**config.mk**
```make
export PLATFORM = sky130hd
export DESIGN_NAME = tracker_pattern_unpacker
export DESIGN_NICKNAME = d
export VERILOG_FILES = /design/src/design/tpu_pkg.sv /design/src/design/tpu_chan_mem.sv /design/src/design/tpu_parser.sv /design/src/design/tracker_pattern_unpacker.sv
export SDC_FILE = /design/constraint.sdc
export NUM_CORES = 2
export LEC_CHECK = 0
export ABC_AREA = 0
export BUFFER_PORTS_ARGS = -buffer_cell sky130_fd_sc_hd__buf_2
export CELL_PAD_IN_SITES_DETAIL_PLACEMENT = 1
export CELL_PAD_IN_SITES_GLOBAL_PLACEMENT = 2
export CORE_MARGIN = 2
export CORE_UTILIZATION = 45
export DETAILED_ROUTE_END_ITERATION = 8
export PLACE_DENSITY_LB_ADDON = 0.1
export REMOVE_ABC_BUFFERS = 1
export SYNTH_ARGS = -nofsm -noshare
export SYNTH_HDL_FRONTEND = slang
export SYNTH_SLANG_ARGS = --single-unit
```
**constraint.sdc**
```tcl
create_clock -name clk -period 13.9 [get_ports clk]
set_input_delay 1.39 -clock clk [delete_from_list [all_inputs] [get_ports clk]]
set_output_delay 1.39 -clock clk [all_outputs]
set_load 0.01 [all_outputs]
```
**src/design/tpu_pkg.sv**
```systemverilog
// ----------------------------------------------------------------------------
// tpu_pkg
// Shared types, constants and helpers of the tracker pattern unpacker.
// ----------------------------------------------------------------------------
package tpu_pkg;

  localparam int CHANNELS = 64;
  // address width of the per-channel memories
  localparam int CH_AW    = (CHANNELS > 1) ? $clog2(CHANNELS) : 1;
  // channel number carried by a channel byte (low seven bits)
  localparam int CH_NUM_W = 7;

  // stored or partial cell; pres bits: note, instrument, volume, effect
  typedef struct packed {
    logic [7:0] param;
    logic [7:0] cmd;
    logic [7:0] vol;
    logic [7:0] ins;
    logic [7:0] note;
    logic [3:0] pres;
  } cell_t;

  typedef struct packed {
    logic             mask_we;
    logic             cell_we;
    logic [CH_AW-1:0] addr;
    logic [7:0]       mask;
    cell_t            entry;
  } mem_wr_t;

  typedef struct packed {
    logic [7:0] mask;
    cell_t      entry;
  } mem_rd_t;

  // result payload, last field in the lowest bits
  typedef struct packed {
    logic       effect_present;
    logic [7:0] effect_param;
    logic [7:0] effect_code;
    logic       volume_present;
    logic [7:0] volume_value;
    logic       instrument_present;
    logic [7:0] instrument_value;
    logic       note_present;
    logic [7:0] note_value;
    logic [5:0] channel_index;
    logic [7:0] row_index;
  } res_t;

  // channel named by a channel byte: low seven bits, minus one when nonzero
  function automatic logic [CH_NUM_W-1:0] chan_of(input logic [7:0] b);
    logic [CH_NUM_W-1:0] low;
    low = b[CH_NUM_W-1:0];
    return (low == '0) ? '0 : low - CH_NUM_W'(1);
  endfunction

endpackage

```
**src/design/tpu_chan_mem.sv**
```systemverilog
// ----------------------------------------------------------------------------
// tpu_chan_mem
// Per-channel mask and last-cell memories, registered read with
// write-to-read forwarding.
// ----------------------------------------------------------------------------
module tpu_chan_mem (
  input  logic                    clk,
  input  logic                    rst,
  input  logic [tpu_pkg::CH_AW-1:0] rd_addr,
  input  tpu_pkg::mem_wr_t        wr,
  output tpu_pkg::mem_rd_t        rd
);

  logic [7:0]     mask_mem [tpu_pkg::CHANNELS];
  tpu_pkg::cell_t cell_mem [tpu_pkg::CHANNELS];

  logic [7:0]     mask_q;
  tpu_pkg::cell_t cell_q;
  logic           fwd_mask;
  logic           fwd_cell;
  logic [7:0]     fwd_mask_data;
  tpu_pkg::cell_t fwd_cell_data;

  always_ff @(posedge clk) begin
    if (wr.mask_we) begin
      mask_mem[wr.addr] <= wr.mask;
    end
    if (wr.cell_we) begin
      cell_mem[wr.addr] <= wr.entry;
    end
    mask_q        <= mask_mem[rd_addr];
    cell_q        <= cell_mem[rd_addr];
    fwd_mask_data <= wr.mask;
    fwd_cell_data <= wr.entry;
  end

  // a write at the same edge as the read returns the old word, so bypass it
  always_ff @(posedge clk) begin
    if (rst) begin
      fwd_mask <= 1'b0;
      fwd_cell <= 1'b0;
    end else begin
      fwd_mask <= wr.mask_we && (wr.addr == rd_addr);
      fwd_cell <= wr.cell_we && (wr.addr == rd_addr);
    end
  end

  assign rd.mask  = fwd_mask ? fwd_mask_data : mask_q;
  assign rd.entry = fwd_cell ? fwd_cell_data : cell_q;

endmodule

```
**src/design/tpu_parser.sv**
```systemverilog
// ----------------------------------------------------------------------------
// tpu_parser
// Parse state of the packed stream: channel, mask and field bytes, row
// counter, error latch and channel valid bits; builds the unpacked cell.
// ----------------------------------------------------------------------------
module tpu_parser (
  input  logic             clk,
  input  logic             rst,
  input  logic             go,
  input  logic [7:0]       data_byte,
  input  logic             pattern_start,
  input  tpu_pkg::mem_rd_t rd,
  output tpu_pkg::mem_wr_t wr,
  output logic             emit,
  output logic             err_out,
  output tpu_pkg::res_t    res
);

  localparam logic [2:0] PH_CHAN  = 3'd0;
  localparam logic [2:0] PH_MASK  = 3'd1;
  localparam logic [2:0] PH_NOTE  = 3'd2;
  localparam logic [2:0] PH_INS   = 3'd3;
  localparam logic [2:0] PH_VOL   = 3'd4;
  localparam logic [2:0] PH_CMD   = 3'd5;
  localparam logic [2:0] PH_PARAM = 3'd6;

  logic [2:0]                   phase, phase_next, ph_e;
  logic [tpu_pkg::CH_AW-1:0]    cur_ch, cur_ch_next, ch_new;
  logic [7:0]                   cur_mask, cur_mask_next;
  logic [7:0]                   row, row_next, row_e;
  logic                         err, err_next, err_e;
  logic [tpu_pkg::CHANNELS-1:0] vbits, vbits_next, vb_e;
  tpu_pkg::cell_t               partial, partial_next;
  tpu_pkg::cell_t               copy, copy_next;
  tpu_pkg::cell_t               held, held_next;
  tpu_pkg::cell_t               b_base;
  logic [7:0]                   b_mask;
  logic [3:0]                   adv_bits;
  logic [3:0]                   sk;
  logic                         do_begin, do_adv;
  logic [tpu_pkg::CH_NUM_W-1:0] ch_num;
  logic                         over;

  // {found, phase} of the lowest requested field
  function automatic logic [3:0] seek(input logic [3:0] bits);
    logic [3:0] r;
    r = {1'b0, PH_CHAN};
    for (int k = 3; k >= 0; k--) begin
      if (bits[k]) r = {1'b1, 3'(PH_NOTE + 3'(k))};
    end
    return r;
  endfunction

  assign ch_num = tpu_pkg::chan_of(data_byte);
  assign over   = ch_num >= tpu_pkg::CH_NUM_W'(tpu_pkg::CHANNELS);
  assign ch_new = ch_num[tpu_pkg::CH_AW-1:0];

  always_comb begin
    // pattern start clears before the byte is processed
    ph_e  = pattern_start ? PH_CHAN : phase;
    row_e = pattern_start ? 8'd0 : row;
    err_e = pattern_start ? 1'b0 : err;
    vb_e  = pattern_start ? '0 : vbits;

    phase_next    = ph_e;
    cur_ch_next   = cur_ch;
    cur_mask_next = cur_mask;
    row_next      = row_e;
    err_next      = err_e;
    vbits_next    = vb_e;
    partial_next  = partial;
    copy_next     = copy;
    held_next     = held;
    wr            = '0;
    wr.addr       = cur_ch;
    emit          = 1'b0;
    err_out       = 1'b0;
    do_begin      = 1'b0;
    do_adv        = 1'b0;
    b_mask        = '0;
    b_base        = '0;
    adv_bits      = '0;

    if (!err_e) begin
      case (ph_e)
        PH_CHAN: begin
          if (data_byte == 8'd0) begin
            if (row_e != 8'hff) row_next = row_e + 8'd1;
          end else if (over) begin
            emit     = 1'b1;
            err_out  = 1'b1;
            err_next = 1'b1;
          end else begin
            cur_ch_next = ch_new;
            if (data_byte[7]) begin
              phase_next = PH_MASK;
              held_next  = rd.entry;
            end else begin
              do_begin = 1'b1;
              b_mask   = vb_e[ch_new] ? rd.mask : '0;
              b_base   = vb_e[ch_new] ? rd.entry : '0;
            end
          end
        end
        PH_MASK: begin
          do_begin   = 1'b1;
          b_mask     = data_byte;
          // first mask write of a pattern starts the channel from an empty cell
          b_base     = vb_e[cur_ch] ? held : '0;
          wr.mask_we = 1'b1;
          wr.cell_we = 1'b1;
          wr.mask    = data_byte;
          wr.entry   = b_base;
          vbits_next[cur_ch] = 1'b1;
        end
        PH_NOTE: begin
          partial_next.note    = data_byte;
          partial_next.pres[0] = 1'b1;
          copy_next.note       = data_byte;
          copy_next.pres[0]    = 1'b1;
          wr.cell_we = 1'b1;
          wr.entry   = copy_next;
          do_adv     = 1'b1;
          adv_bits   = cur_mask[3:0] & 4'b1110;
        end
        PH_INS: begin
          partial_next.ins     = data_byte;
          partial_next.pres[1] = 1'b1;
          copy_next.ins        = data_byte;
          copy_next.pres[1]    = 1'b1;
          wr.cell_we = 1'b1;
          wr.entry   = copy_next;
          do_adv     = 1'b1;
          adv_bits   = cur_mask[3:0] & 4'b1100;
        end
        PH_VOL: begin
          partial_next.vol     = data_byte;
          partial_next.pres[2] = 1'b1;
          copy_next.vol        = data_byte;
          copy_next.pres[2]    = 1'b1;
          wr.cell_we = 1'b1;
          wr.entry   = copy_next;
          do_adv     = 1'b1;
          adv_bits   = cur_mask[3:0] & 4'b1000;
        end
        PH_CMD: begin
          partial_next.cmd     = data_byte;
          partial_next.pres[3] = 1'b1;
          copy_next.cmd        = data_byte;
          copy_next.pres[3]    = 1'b1;
          wr.cell_we = 1'b1;
          wr.entry   = copy_next;
          phase_next = PH_PARAM;
        end
        PH_PARAM: begin
          partial_next.param = data_byte;
          copy_next.param    = data_byte;
          wr.cell_we = 1'b1;
          wr.entry   = copy_next;
          phase_next = PH_CHAN;
          emit       = 1'b1;
        end
        default: begin
          phase_next = PH_CHAN;
        end
      endcase
    end

    sk = seek(do_begin ? b_mask[3:0] : adv_bits);

    if (do_begin) begin
      cur_mask_next = b_mask;
      copy_next     = b_base;
      partial_next  = b_base;
      // reuse a remembered field only when its byte is not sent
      for (int k = 0; k < 4; k++) begin
        partial_next.pres[k] = b_base.pres[k] & ~b_mask[k] & b_mask[k+4];
      end
    end

    if (do_begin || do_adv) begin
      if (sk[3]) begin
        phase_next = sk[2:0];
      end else begin
        phase_next = PH_CHAN;
        emit       = 1'b1;
      end
    end

    wr.mask_we = wr.mask_we & go;
    wr.cell_we = wr.cell_we & go;

    res                    = '0;
    res.row_index          = row_e;
    res.channel_index      = 6'(cur_ch_next);
    res.note_present       = partial_next.pres[0];
    res.note_value         = partial_next.pres[0] ? partial_next.note : 8'd0;
    res.instrument_present = partial_next.pres[1];
    res.instrument_value   = partial_next.pres[1] ? partial_next.ins : 8'd0;
    res.volume_present     = partial_next.pres[2];
    res.volume_value       = partial_next.pres[2] ? partial_next.vol : 8'd0;
    res.effect_present     = partial_next.pres[3];
    res.effect_code        = partial_next.pres[3] ? partial_next.cmd : 8'd0;
    res.effect_param       = partial_next.pres[3] ? partial_next.param : 8'd0;
    if (err_out) res = '0;
  end

  always_ff @(posedge clk) begin
    if (rst) begin
      phase <= PH_CHAN;
      row   <= 8'd0;
      err   <= 1'b0;
      vbits <= '0;
    end else if (go) begin
      phase <= phase_next;
      row   <= row_next;
      err   <= err_next;
      vbits <= vbits_next;
    end
  end

  always_ff @(posedge clk) begin
    if (go) begin
      cur_ch   <= cur_ch_next;
      cur_mask <= cur_mask_next;
      partial  <= partial_next;
      copy     <= copy_next;
      held     <= held_next;
    end
  end

endmodule

```
**src/design/tracker_pattern_unpacker.sv**
```systemverilog
// ----------------------------------------------------------------------------
// tracker_pattern_unpacker
// Byte-serial decoder of packed tracker pattern data into unpacked cells.
// ----------------------------------------------------------------------------
// a cell reaches m_tvalid through the byte stage and the output register
// throughput: one byte per unstalled cycle, set by one read and one write per
//   byte on the channel memories (forwarding covers back-to-back same channel)
// reset: clears parse phase, row counter, error latch and channel valid bits;
//   the channel memories are not swept, valid bits mask their contents
module tracker_pattern_unpacker (
  input  logic        clk,
  input  logic        rst,
  input  logic        s_tvalid,
  output logic        s_tready,
  input  logic [7:0]  s_tdata,   // [7:0] data_byte
  input  logic        s_tuser,   // [0] pattern_start
  output logic        m_tvalid,
  input  logic        m_tready,
  // [7:0] row_index, [13:8] channel_index, [21:14] note_value, [22] note_present,
  // [30:23] instrument_value, [31] instrument_present, [39:32] volume_value,
  // [40] volume_present, [48:41] effect_code, [56:49] effect_param,
  // [57] effect_present, [63:58] zero
  output logic [63:0] m_tdata,
  output logic        m_tuser    // [0] error_flag
);

  logic                         v1;
  logic [7:0]                   b1;
  logic                         ps1;
  logic                         adv, go, accept;
  logic [tpu_pkg::CH_NUM_W-1:0] in_ch, b1_ch;
  logic [tpu_pkg::CH_AW-1:0]    rd_addr;
  tpu_pkg::mem_wr_t             wr;
  tpu_pkg::mem_rd_t             rd;
  logic                         emit, err_out;
  tpu_pkg::res_t                res, o_res;
  logic                         o_err;
  logic                         o_valid;

  assign adv      = !o_valid || m_tready;
  assign go       = v1 && adv;
  assign s_tready = !v1 || adv;
  assign accept   = s_tvalid && s_tready;

  // read address follows the byte that sits in the first stage next cycle
  assign in_ch   = tpu_pkg::chan_of(s_tdata);
  assign b1_ch   = tpu_pkg::chan_of(b1);
  assign rd_addr = accept ? in_ch[tpu_pkg::CH_AW-1:0] : b1_ch[tpu_pkg::CH_AW-1:0];

  always_ff @(posedge clk) begin
    if (rst) begin
      v1 <= 1'b0;
    end else if (s_tready) begin
      v1 <= s_tvalid;
    end
  end

  always_ff @(posedge clk) begin
    if (accept) begin
      b1  <= s_tdata;
      ps1 <= s_tuser;
    end
  end

  tpu_chan_mem u_mem (
    .clk     (clk),
    .rst     (rst),
    .rd_addr (rd_addr),
    .wr      (wr),
    .rd      (rd)
  );

  tpu_parser u_parser (
    .clk           (clk),
    .rst           (rst),
    .go            (go),
    .data_byte     (b1),
    .pattern_start (ps1),
    .rd            (rd),
    .wr            (wr),
    .emit          (emit),
    .err_out       (err_out),
    .res           (res)
  );

  always_ff @(posedge clk) begin
    if (rst) begin
      o_valid <= 1'b0;
    end else if (adv) begin
      o_valid <= go && emit;
    end
  end

  always_ff @(posedge clk) begin
    if (go && emit) begin
      o_res <= res;
      o_err <= err_out;
    end
  end

  assign m_tvalid = o_valid;
  assign m_tdata  = 64'(o_res);
  assign m_tuser  = o_err;

endmodule
```
Word-level counts from Yosys, hierarchy flattened
Memory sizes are Yosys's and may differ from the RTL's. A register that Yosys moved wholly into a read port is not among the register bits.
Cells that the tools add are included.
Widths: inputs -> output; s select.
{ "totals": {"register_bits": 342, "mem_count": 2, "in_bits": 13, "ram_bits": 3328} }
{ "memory_table": {"columns": ["name", "depth", "width", "rd", "rd_clocked_by_memory_dff", "write_ports", "line_no", "rtl"], "rows": [
  ["u_mem.cell_mem", 64, 44, 1, 1, 1, "tpu_chan_mem.sv:15", "tpu_pkg::cell_t cell_mem [tpu_pkg::CHANNELS];"],
  ["u_mem.mask_mem", 64, 8, 1, 1, 1, "tpu_chan_mem.sv:14", "logic [7:0] mask_mem [tpu_pkg::CHANNELS];"]
]} }
{ "op_classes": {"n_lt_le_gt_ge": 4, "mux": 100, "add_sub_neg": 3, "reduce_logical": 34, "n_eq_ne": 9, "bitwise": 22} }
{ "op_table": {"columns": ["operator", "count"], "rows": [
  ["$mux 44", 11],
  ["$pmux 44 s6", 1],
  ["$mux 64", 3],
  ["$mux 8", 22],
  ["$pmux 44 s2", 1],
  ["$or 64x64->64", 1],
  ["$mux 52", 1],
  ["$mux 6", 6],
  ["$mux 1", 32],
  ["$mux 4", 6],
  ["$mux 3", 7],
  ["$pmux 8 s2", 1],
  ["$reduce_and 3->1", 5],
  ["$logic_not 7->1", 2],
  ["$lt 6x7->1 const B", 2],
  ["$bmux 1 s6", 2],
  ["$pmux 4 s3", 1],
  ["$not 1->1", 11],
  ["$and 1x1->1", 10],
  ["$reduce_bool 2->1", 5],
  ["$eq 3x3->1 const B", 3],
  ["$pmux 3 s3", 1],
  ["$add 8x1->8 const B", 1],
  ["$logic_not 8->1", 1],
  ["23 further kinds", 36]
]} }

Depth between registers and ports, before layout
{ "logic_depth": {"word_depth": 18, "mapped_depth": 19, "mapped_depth_nobuf": 11} }

Cells and area by module
Synthesis repeated with hierarchy kept, for this count alone.
{ "unflattened": {"cells_unflattened": 7005, "area_unflattened_um2": 143839.2} }
{ "by_module_without_submodules": {"columns": ["mod", "cells_each", "seq_area_each_um2", "instances", "area_per_inst_um2"], "rows": [
  ["tpu_chan_mem", 5623, 102057.9, 1, 129002.5],
  ["tpu_parser", 1259, 5755.5, 1, 12381.9],
  ["tracker_pattern_unpacker", 123, 2082.0, 1, 2454.9]
]} }

Least setup slack after synthesis
Ideal clock, no wire load.
{ "synth_path": {"path_kind": "register to register", "startpoint": "register b1[0]", "endpoint": "register o_res, in the netlist m_tdata[0] (enable)", "t_required_ns": 13.343, "t_arrival_ns": 8.060, "synth_period_minus_slack_ns": 8.617, "path_slack_ns": 5.283, "n_path_buf": 4, "stages_incl_launch_ff": 16, "setup_ns": 0.557, "cell_sequence": "edfxtp_1 > clkbuf_1 > buf_1 > inv_1 > clkbuf_1 > ha_1 > nor4b_2 > a21oi_2 > mux2_2 > a22oi_1 > o311ai_0 > o21ai_1 > buf_2 > and2_0 > o31ai_1 > o21ai_0"} }
{ "synth_between": {"elab_chain_cells": 18} }
{ "synth_rtl": {"columns": ["item", "line_no", "rtl"], "rows": [
  ["from (decl)", "tracker_pattern_unpacker.sv:28", "logic [7:0] b1;"],
  ["from (signal assigned)", "tracker_pattern_unpacker.sv:60", "b1 <= s_tdata;"],
  ["$sub 7x1->7 / $logic_not 7->1 (equally long branches)", "tpu_pkg.sv:55", "return (low == '0) ? '0 : low - CH_NUM_W'(1);"],
  ["$mux 7", "tpu_pkg.sv:55", null],
  ["$bmux 1 s6", "tpu_parser.sv:100", "b_mask = vb_e[ch_new] ? rd.mask : '0;"],
  ["$mux 1 (not written as such)", "tpu_parser.sv:100", null],
  ["$mux 8", "tpu_parser.sv:100", null],
  ["$mux 8", "tpu_parser.sv:95", "if (data_byte[7]) begin"],
  ["$mux 8", "tpu_parser.sv:89", "end else if (over) begin"],
  ["$mux 8", "tpu_parser.sv:87", "if (data_byte == 8'd0) begin"],
  ["$pmux 8 s2", "tpu_parser.sv:85", "case (ph_e)"],
  ["$mux 8", "tpu_parser.sv:84", "if (!err_e) begin"],
  ["$mux 4", "tpu_parser.sv:169", "sk = seek(do_begin ? b_mask[3:0] : adv_bits);"],
  ["$mux 4 (4 in series)", "tpu_parser.sv:49", "if (bits[k]) r = {1'b1, 3'(PH_NOTE + 3'(k))};"],
  ["$mux 1", "tpu_parser.sv:182", "if (sk[3]) begin"],
  ["$mux 1 *", "tpu_parser.sv:181", "if (do_begin || do_adv) begin"],
  ["$logic_and 1x1->1 *", "tracker_pattern_unpacker.sv:95", "if (go && emit) begin"],
  ["to (signal assigned)", "tracker_pattern_unpacker.sv:96", "o_res <= res;"],
  ["to (decl)", "tracker_pattern_unpacker.sv:36", "tpu_pkg::res_t res, o_res;"]
]} }
Mark *: on every way between the ends. The rest lies on a longest branch, timed or not. The select of a mux whose other input is x is not followed.
A chain may end at the register's enable or synchronous reset.

Final worst setup path
{ "layout_path": {"startpoint": "register b1[0]", "endpoint": "register, netlist name u_mem.cell_q[28]"} }
{ "layout_between": {"elab_chain_cells": 3} }
{ "layout_rtl": {"columns": ["item", "line_no", "rtl"], "rows": [
  ["$sub 7x1->7 / $logic_not 7->1 (equally long branches)", null, null],
  ["$mux 7 *", null, null],
  ["$mux 6 *", "tracker_pattern_unpacker.sv:48", "assign rd_addr = accept ? in_ch[tpu_pkg::CH_AW-1:0] : b1_ch[tpu_pkg::CH_AW-1:0];"]
]} }
Mark *: on every way between the ends. The rest lies on a longest branch, timed or not.

==> summary.md <==
| Metric | Value |
|---|---|
| Post-synth top area cell | `edfxtp_1` |
| Initial antenna violation count | `33` |
| Worst flop-to-flop path startpoint | `b1[0]` |
| Hold Path Class | `flop to flop` |
| Num ports | `80` |
| Clock latency at the later pin of the worst-skew pair | `approximately 990 ps` |
| Worst path bufs/invs | `5` |
| Tot Pwr | `between 20 and 30 mW` |
| Die width | `between 500 and 600 um` |
| Setup violators final | `0` |
| Detailed-route DRC error count | `0` |
| Post-layout nets | `between 10k and 15k` |
| Pwr Density | `around 150 nW/um^2` |
| Detailed-route via count | `~100k` |
| Routing usage on met2 | `between 50% and 60%` |
| FMAX | `0.1443 GHz` |
| Grt ovf | `0` |
| Clk root buf | `clkbuf_16` |
| Hold-fix buffers, CTS | `0` |
| Max incr delay on CP | `840 ps` |
| #FFs+latches synth | `3,721` |
| Synth top area cells | `edfxtp_1, nand2_1, nand3_1, a311oi_1, dfxtp_1` |
| Worst setup skew after layout | `about 40 ps` |
| Reg clk slew, reported paths | `60 ps` |
| Critical Path Most Common Cell | `buf_4` |
| WS Path Type | `flop to flop` |
| H-tree levels | `5` |
| Number of enable flip-flop cells after synthesis | `between 3k and 4k` |
| Post-Synth Simple-Gate Area | `between 15 and 20%` |
| Port buffer count | `73` |
| GRT busiest layer | `met2` |
| Worst reg-to-reg path cell count | `14` |
| FF-to-FF End | `u_mem.cell_q[28]` |
| Syn Area/Cell | `12.76 sq um` |
| Vias in the first global route | `about 100k` |
| Syn Inst Count | `11.68k` |
| Crit end category | `flop` |
| CP delay by family, top | `buffers and inverters` |
| Clock buffer count from CTS | `402` |
| Critical-path cell list | `buf_4 -> inv_1 -> ha_1 -> nor4b_2 -> a221o_4 -> buf_4 -> and2_4 -> buf_4 -> buf_4 -> and3_1 -> a311oi_1 -> a311oi_1 -> o32ai_1 -> a221o_1` |
| Yosys cell types | `83` |
| HP Start | `u_parser.row[1]` |
| Register area share after synthesis | `between 70% and 80%` |
| Post-CTS sizing | `0` |
| Slew margin rel. | `under 10%` |
| Initial detailed-routing violation count | `11.42k` |
| Post-DR wirelength/cell | `approximately 34 um` |
| Largest net degree at the start of global routing | `157` |
| RSZ-0062 raised after global routing | `false` |
| Status | `finished clean` |
| Post-synthesis cell area | `149,100 sq um` |
| Endpoints failing hold | `0` |
| Max_cap viols | `0` |
| Post-synth ARST share | `0%` |
| Initial Util | `between 40 and 50%` |
| Via/cell ratio | `roughly 6.3` |
| Die height | `about 580 um` |
| CTS sink count | `3,721` |
| Main combinational cell family by area after synthesis | `simple AND/OR/NAND/NOR gates` |
| Tightest Pin Transition | `1377 ps` |
| Router iterations before antenna repair | `6` |
| Post-CTS Setup Bufs | `0` |
| Worst EP arrival | `slightly below 8000 ps` |
| Core outline area | `330,000 sq um` |
| Overall Global Routing Usage | `between 30% and 40%` |
| Leak | `between 50 and 60 nW` |
| Yosys warning total | `0` |
| Hold Path Depth | `2` |
| DP HPWL | `~290 mm` |
| First-pass GRT wire length | `approximately 770 mm` |
| Slowest cell on crit path | `buf_4` |
| Total negative slack | `0 ps` |
| Hold EP | `u_parser.row[1]` |
| Worst Setup Start Kind | `flop` |
| Area grow syn2layout | `13.25%` |
| VDD IR max | `between 0.1 and 0.15 mV` |
| FP Rows | `around 210` |
| Critical Path RT | `14,750 ps` |
| Fin crit share | `between 40 and 50%` |
| CP max FO | `about 70` |
| RD Place Congestion | `roughly 0.86` |
| Synth Area in XOR/XNOR | `less than 1%` |
| GR Layer Usage met1 | `43.09%` |
| Top_reg_cell synth | `edfxtp_1` |
| Final hold slack | `between 400 and 500 ps` |
| Final wirelength | `548.0 mm` |
| CTS tree | `built` |
| Die area | `between 300,000 and 400,000 sq um` |
| Fraction of layout cells with a size suffix above 1 | `between 10% and 20%` |
| Antenna-violating nets left | `0` |
| Yosys top cell area share | `between 70% and 80%` |
| Tmin final | `slightly below 7000 ps` |
| Internal reg-to-reg setup slack | `around 7000 ps` |
| Mux cell area share after synthesis | `0.9078%` |
| Pins over their slew limit | `0` |
| Post-Synth Adder-Cell Area | `0.03356%` |
| Clk buf depth | `4` |
| Met3 GRT Util | `4.385%` |
| Compound-Gate Fraction of Synth Area | `between 6 and 7%` |
==> synthesized netlist by cell type, types with 13 or more instances <==
library cell     n
nand3_1       1468
buf_1           80
a21boi_0        18
mux2_2          60
dfxtp_1        184
and3_1         276
nand2_1       3366
nor3_1          26
buf_2           18
nor2_1         332
nor2b_1         17
mux2i_1         61
a21oi_1        209
o31ai_1         17
a22oi_1         49
a311oi_1       525
clkbuf_1       743
o21ai_0         78
edfxtp_1      3537
and2_1          19
a221o_1         50
a311o_1         17
a31o_2          42
a211oi_1        74
inv_1           31
o22ai_1         13
a31oi_1        118
o32ai_1         36
==> metal layers <==
metal | vias up | part of all wire [%]
li1 | 43250 | -
met1 | 53960 | 41
met2 | 4177 | 47
met3 | 1036 | 7.0
met4 | 2 | 4.9
met5 | - | 0.0029
==> cells by family after synthesis <==
logic type | Yosys count
compound gates | 1339
xor+xnor | 20
fa+ha+maj | 4
buf+inv | 886
flops | 3721
mux | 124
other cells | 1
simple gates | 5589
==> worst max-delay path by stage <==
stage / startpoint / endpoint / slack (ps) / cells past startpoint
finish: b1[0] / u_mem.cell_q[28] / 6970 / 14
global route: b1[0] / u_mem.cell_q[40] / 6750 / 16
CTS: b1[0] / u_mem.cell_q[28] / 7100 / 14
detailed placement: m_tready / u_mem.cell_q[5] / 6670 / 14
global placement: m_tready / u_mem.cell_q[5] / 6800 / 14
floorplan: s_tdata[0] / u_mem.cell_q[0] / -53170 / 10
==> worst reg2reg max path, delay by kind of cell (launching register included) <==
kind,cells,cell delay (ps)
adders and majority gates,1,400
AOI/OAI and AO/OA,5,1510
and+or+nand+nor,3,1770
buffers and inverters,5,2750
DFF,1,360
==> cells in the final DEF, fill, tap and decap left out, types with 14 or more instances in the layout <==
master	count
and3_1	273
dfxtp_1	183
and2_1	18
a21oi_4	37
mux2_2	60
clkinv_1	57
nor2b_1	17
nand2_1	3360
diode_2	14
buf_2	73
inv_1	27
clkinv_2	80
buf_12	29
a211oi_1	74
nor2_4	77
o31ai_1	17
clkbuf_8	30
a311oi_1	525
clkbuf_1	106
buf_4	283
o21ai_0	77
o32ai_1	36
a22oi_1	49
a311o_1	17
mux2i_1	61
nand3_1	1468
bufinv_16	39
a21boi_0	18
nor2_1	249
a31oi_1	118
clkbuf_16	410
a31o_2	42
a221o_1	49
nor3_1	25
a21oi_1	171
edfxtp_1	3537
==> layout make-up <==
cell class                 count  area (sq um)
tap                         4366          5463
clock inverter               204          2137
multi-input combinational   7082         37100
clock buffer                 546         11070
timing repair buffer         385          3070
sequential                  3721        109900
inverter                      34         127.6
fill                       32680        161100
antenna                       14         35.03
==> sequential cells by signal (all words and copies together) (netlist names), 3 cells and up <==
signal and count:
u_parser.cur_ch 6, u_parser.phase 3, u_parser.row 8, u_mem.cell_q 44, b1 8, m_tdata 58
u_parser.vbits 64, u_mem.fwd_cell_data 44, u_mem.mask_mem 512, u_parser.cur_mask 3, u_parser.held 44, u_mem.cell_mem 2816
u_parser.copy 44, u_parser.partial 44, u_mem.mask_q 8, u_mem.fwd_mask_data 8
==> power by group <==
| group | switching, mW | internal, mW | leakage, nW | total (mW) |
|---|---|---|---|---|
| combinational | 1.61 | 0.540 | 14.2 | 2.15 |
| clock | 4.55 | 6.31 | 6.48 | 10.9 |
| sequential | 0.134 | 12.2 | 39.1 | 12.3 |
==> stage by stage <==
| step | instance area (sq um) | setup slack, ps | cells | utilization, % |
|---|---|---|---|---|
| after floorplan | 145900 | -53170 | 10840 | - |
| final | 168900 | 6971 | 16350 | 51.18 |
| after CTS | 168800 | 7095 | 16340 | 51.17 |
| after global placement | 155600 | 6802 | 15590 | 47.16 |
| after global routing | 168900 | 6750 | 16340 | 51.17 |
| after detailed placement | 155600 | 6673 | 15590 | 47.16 |
Note: power is estimated with default switching activity, not from simulation.
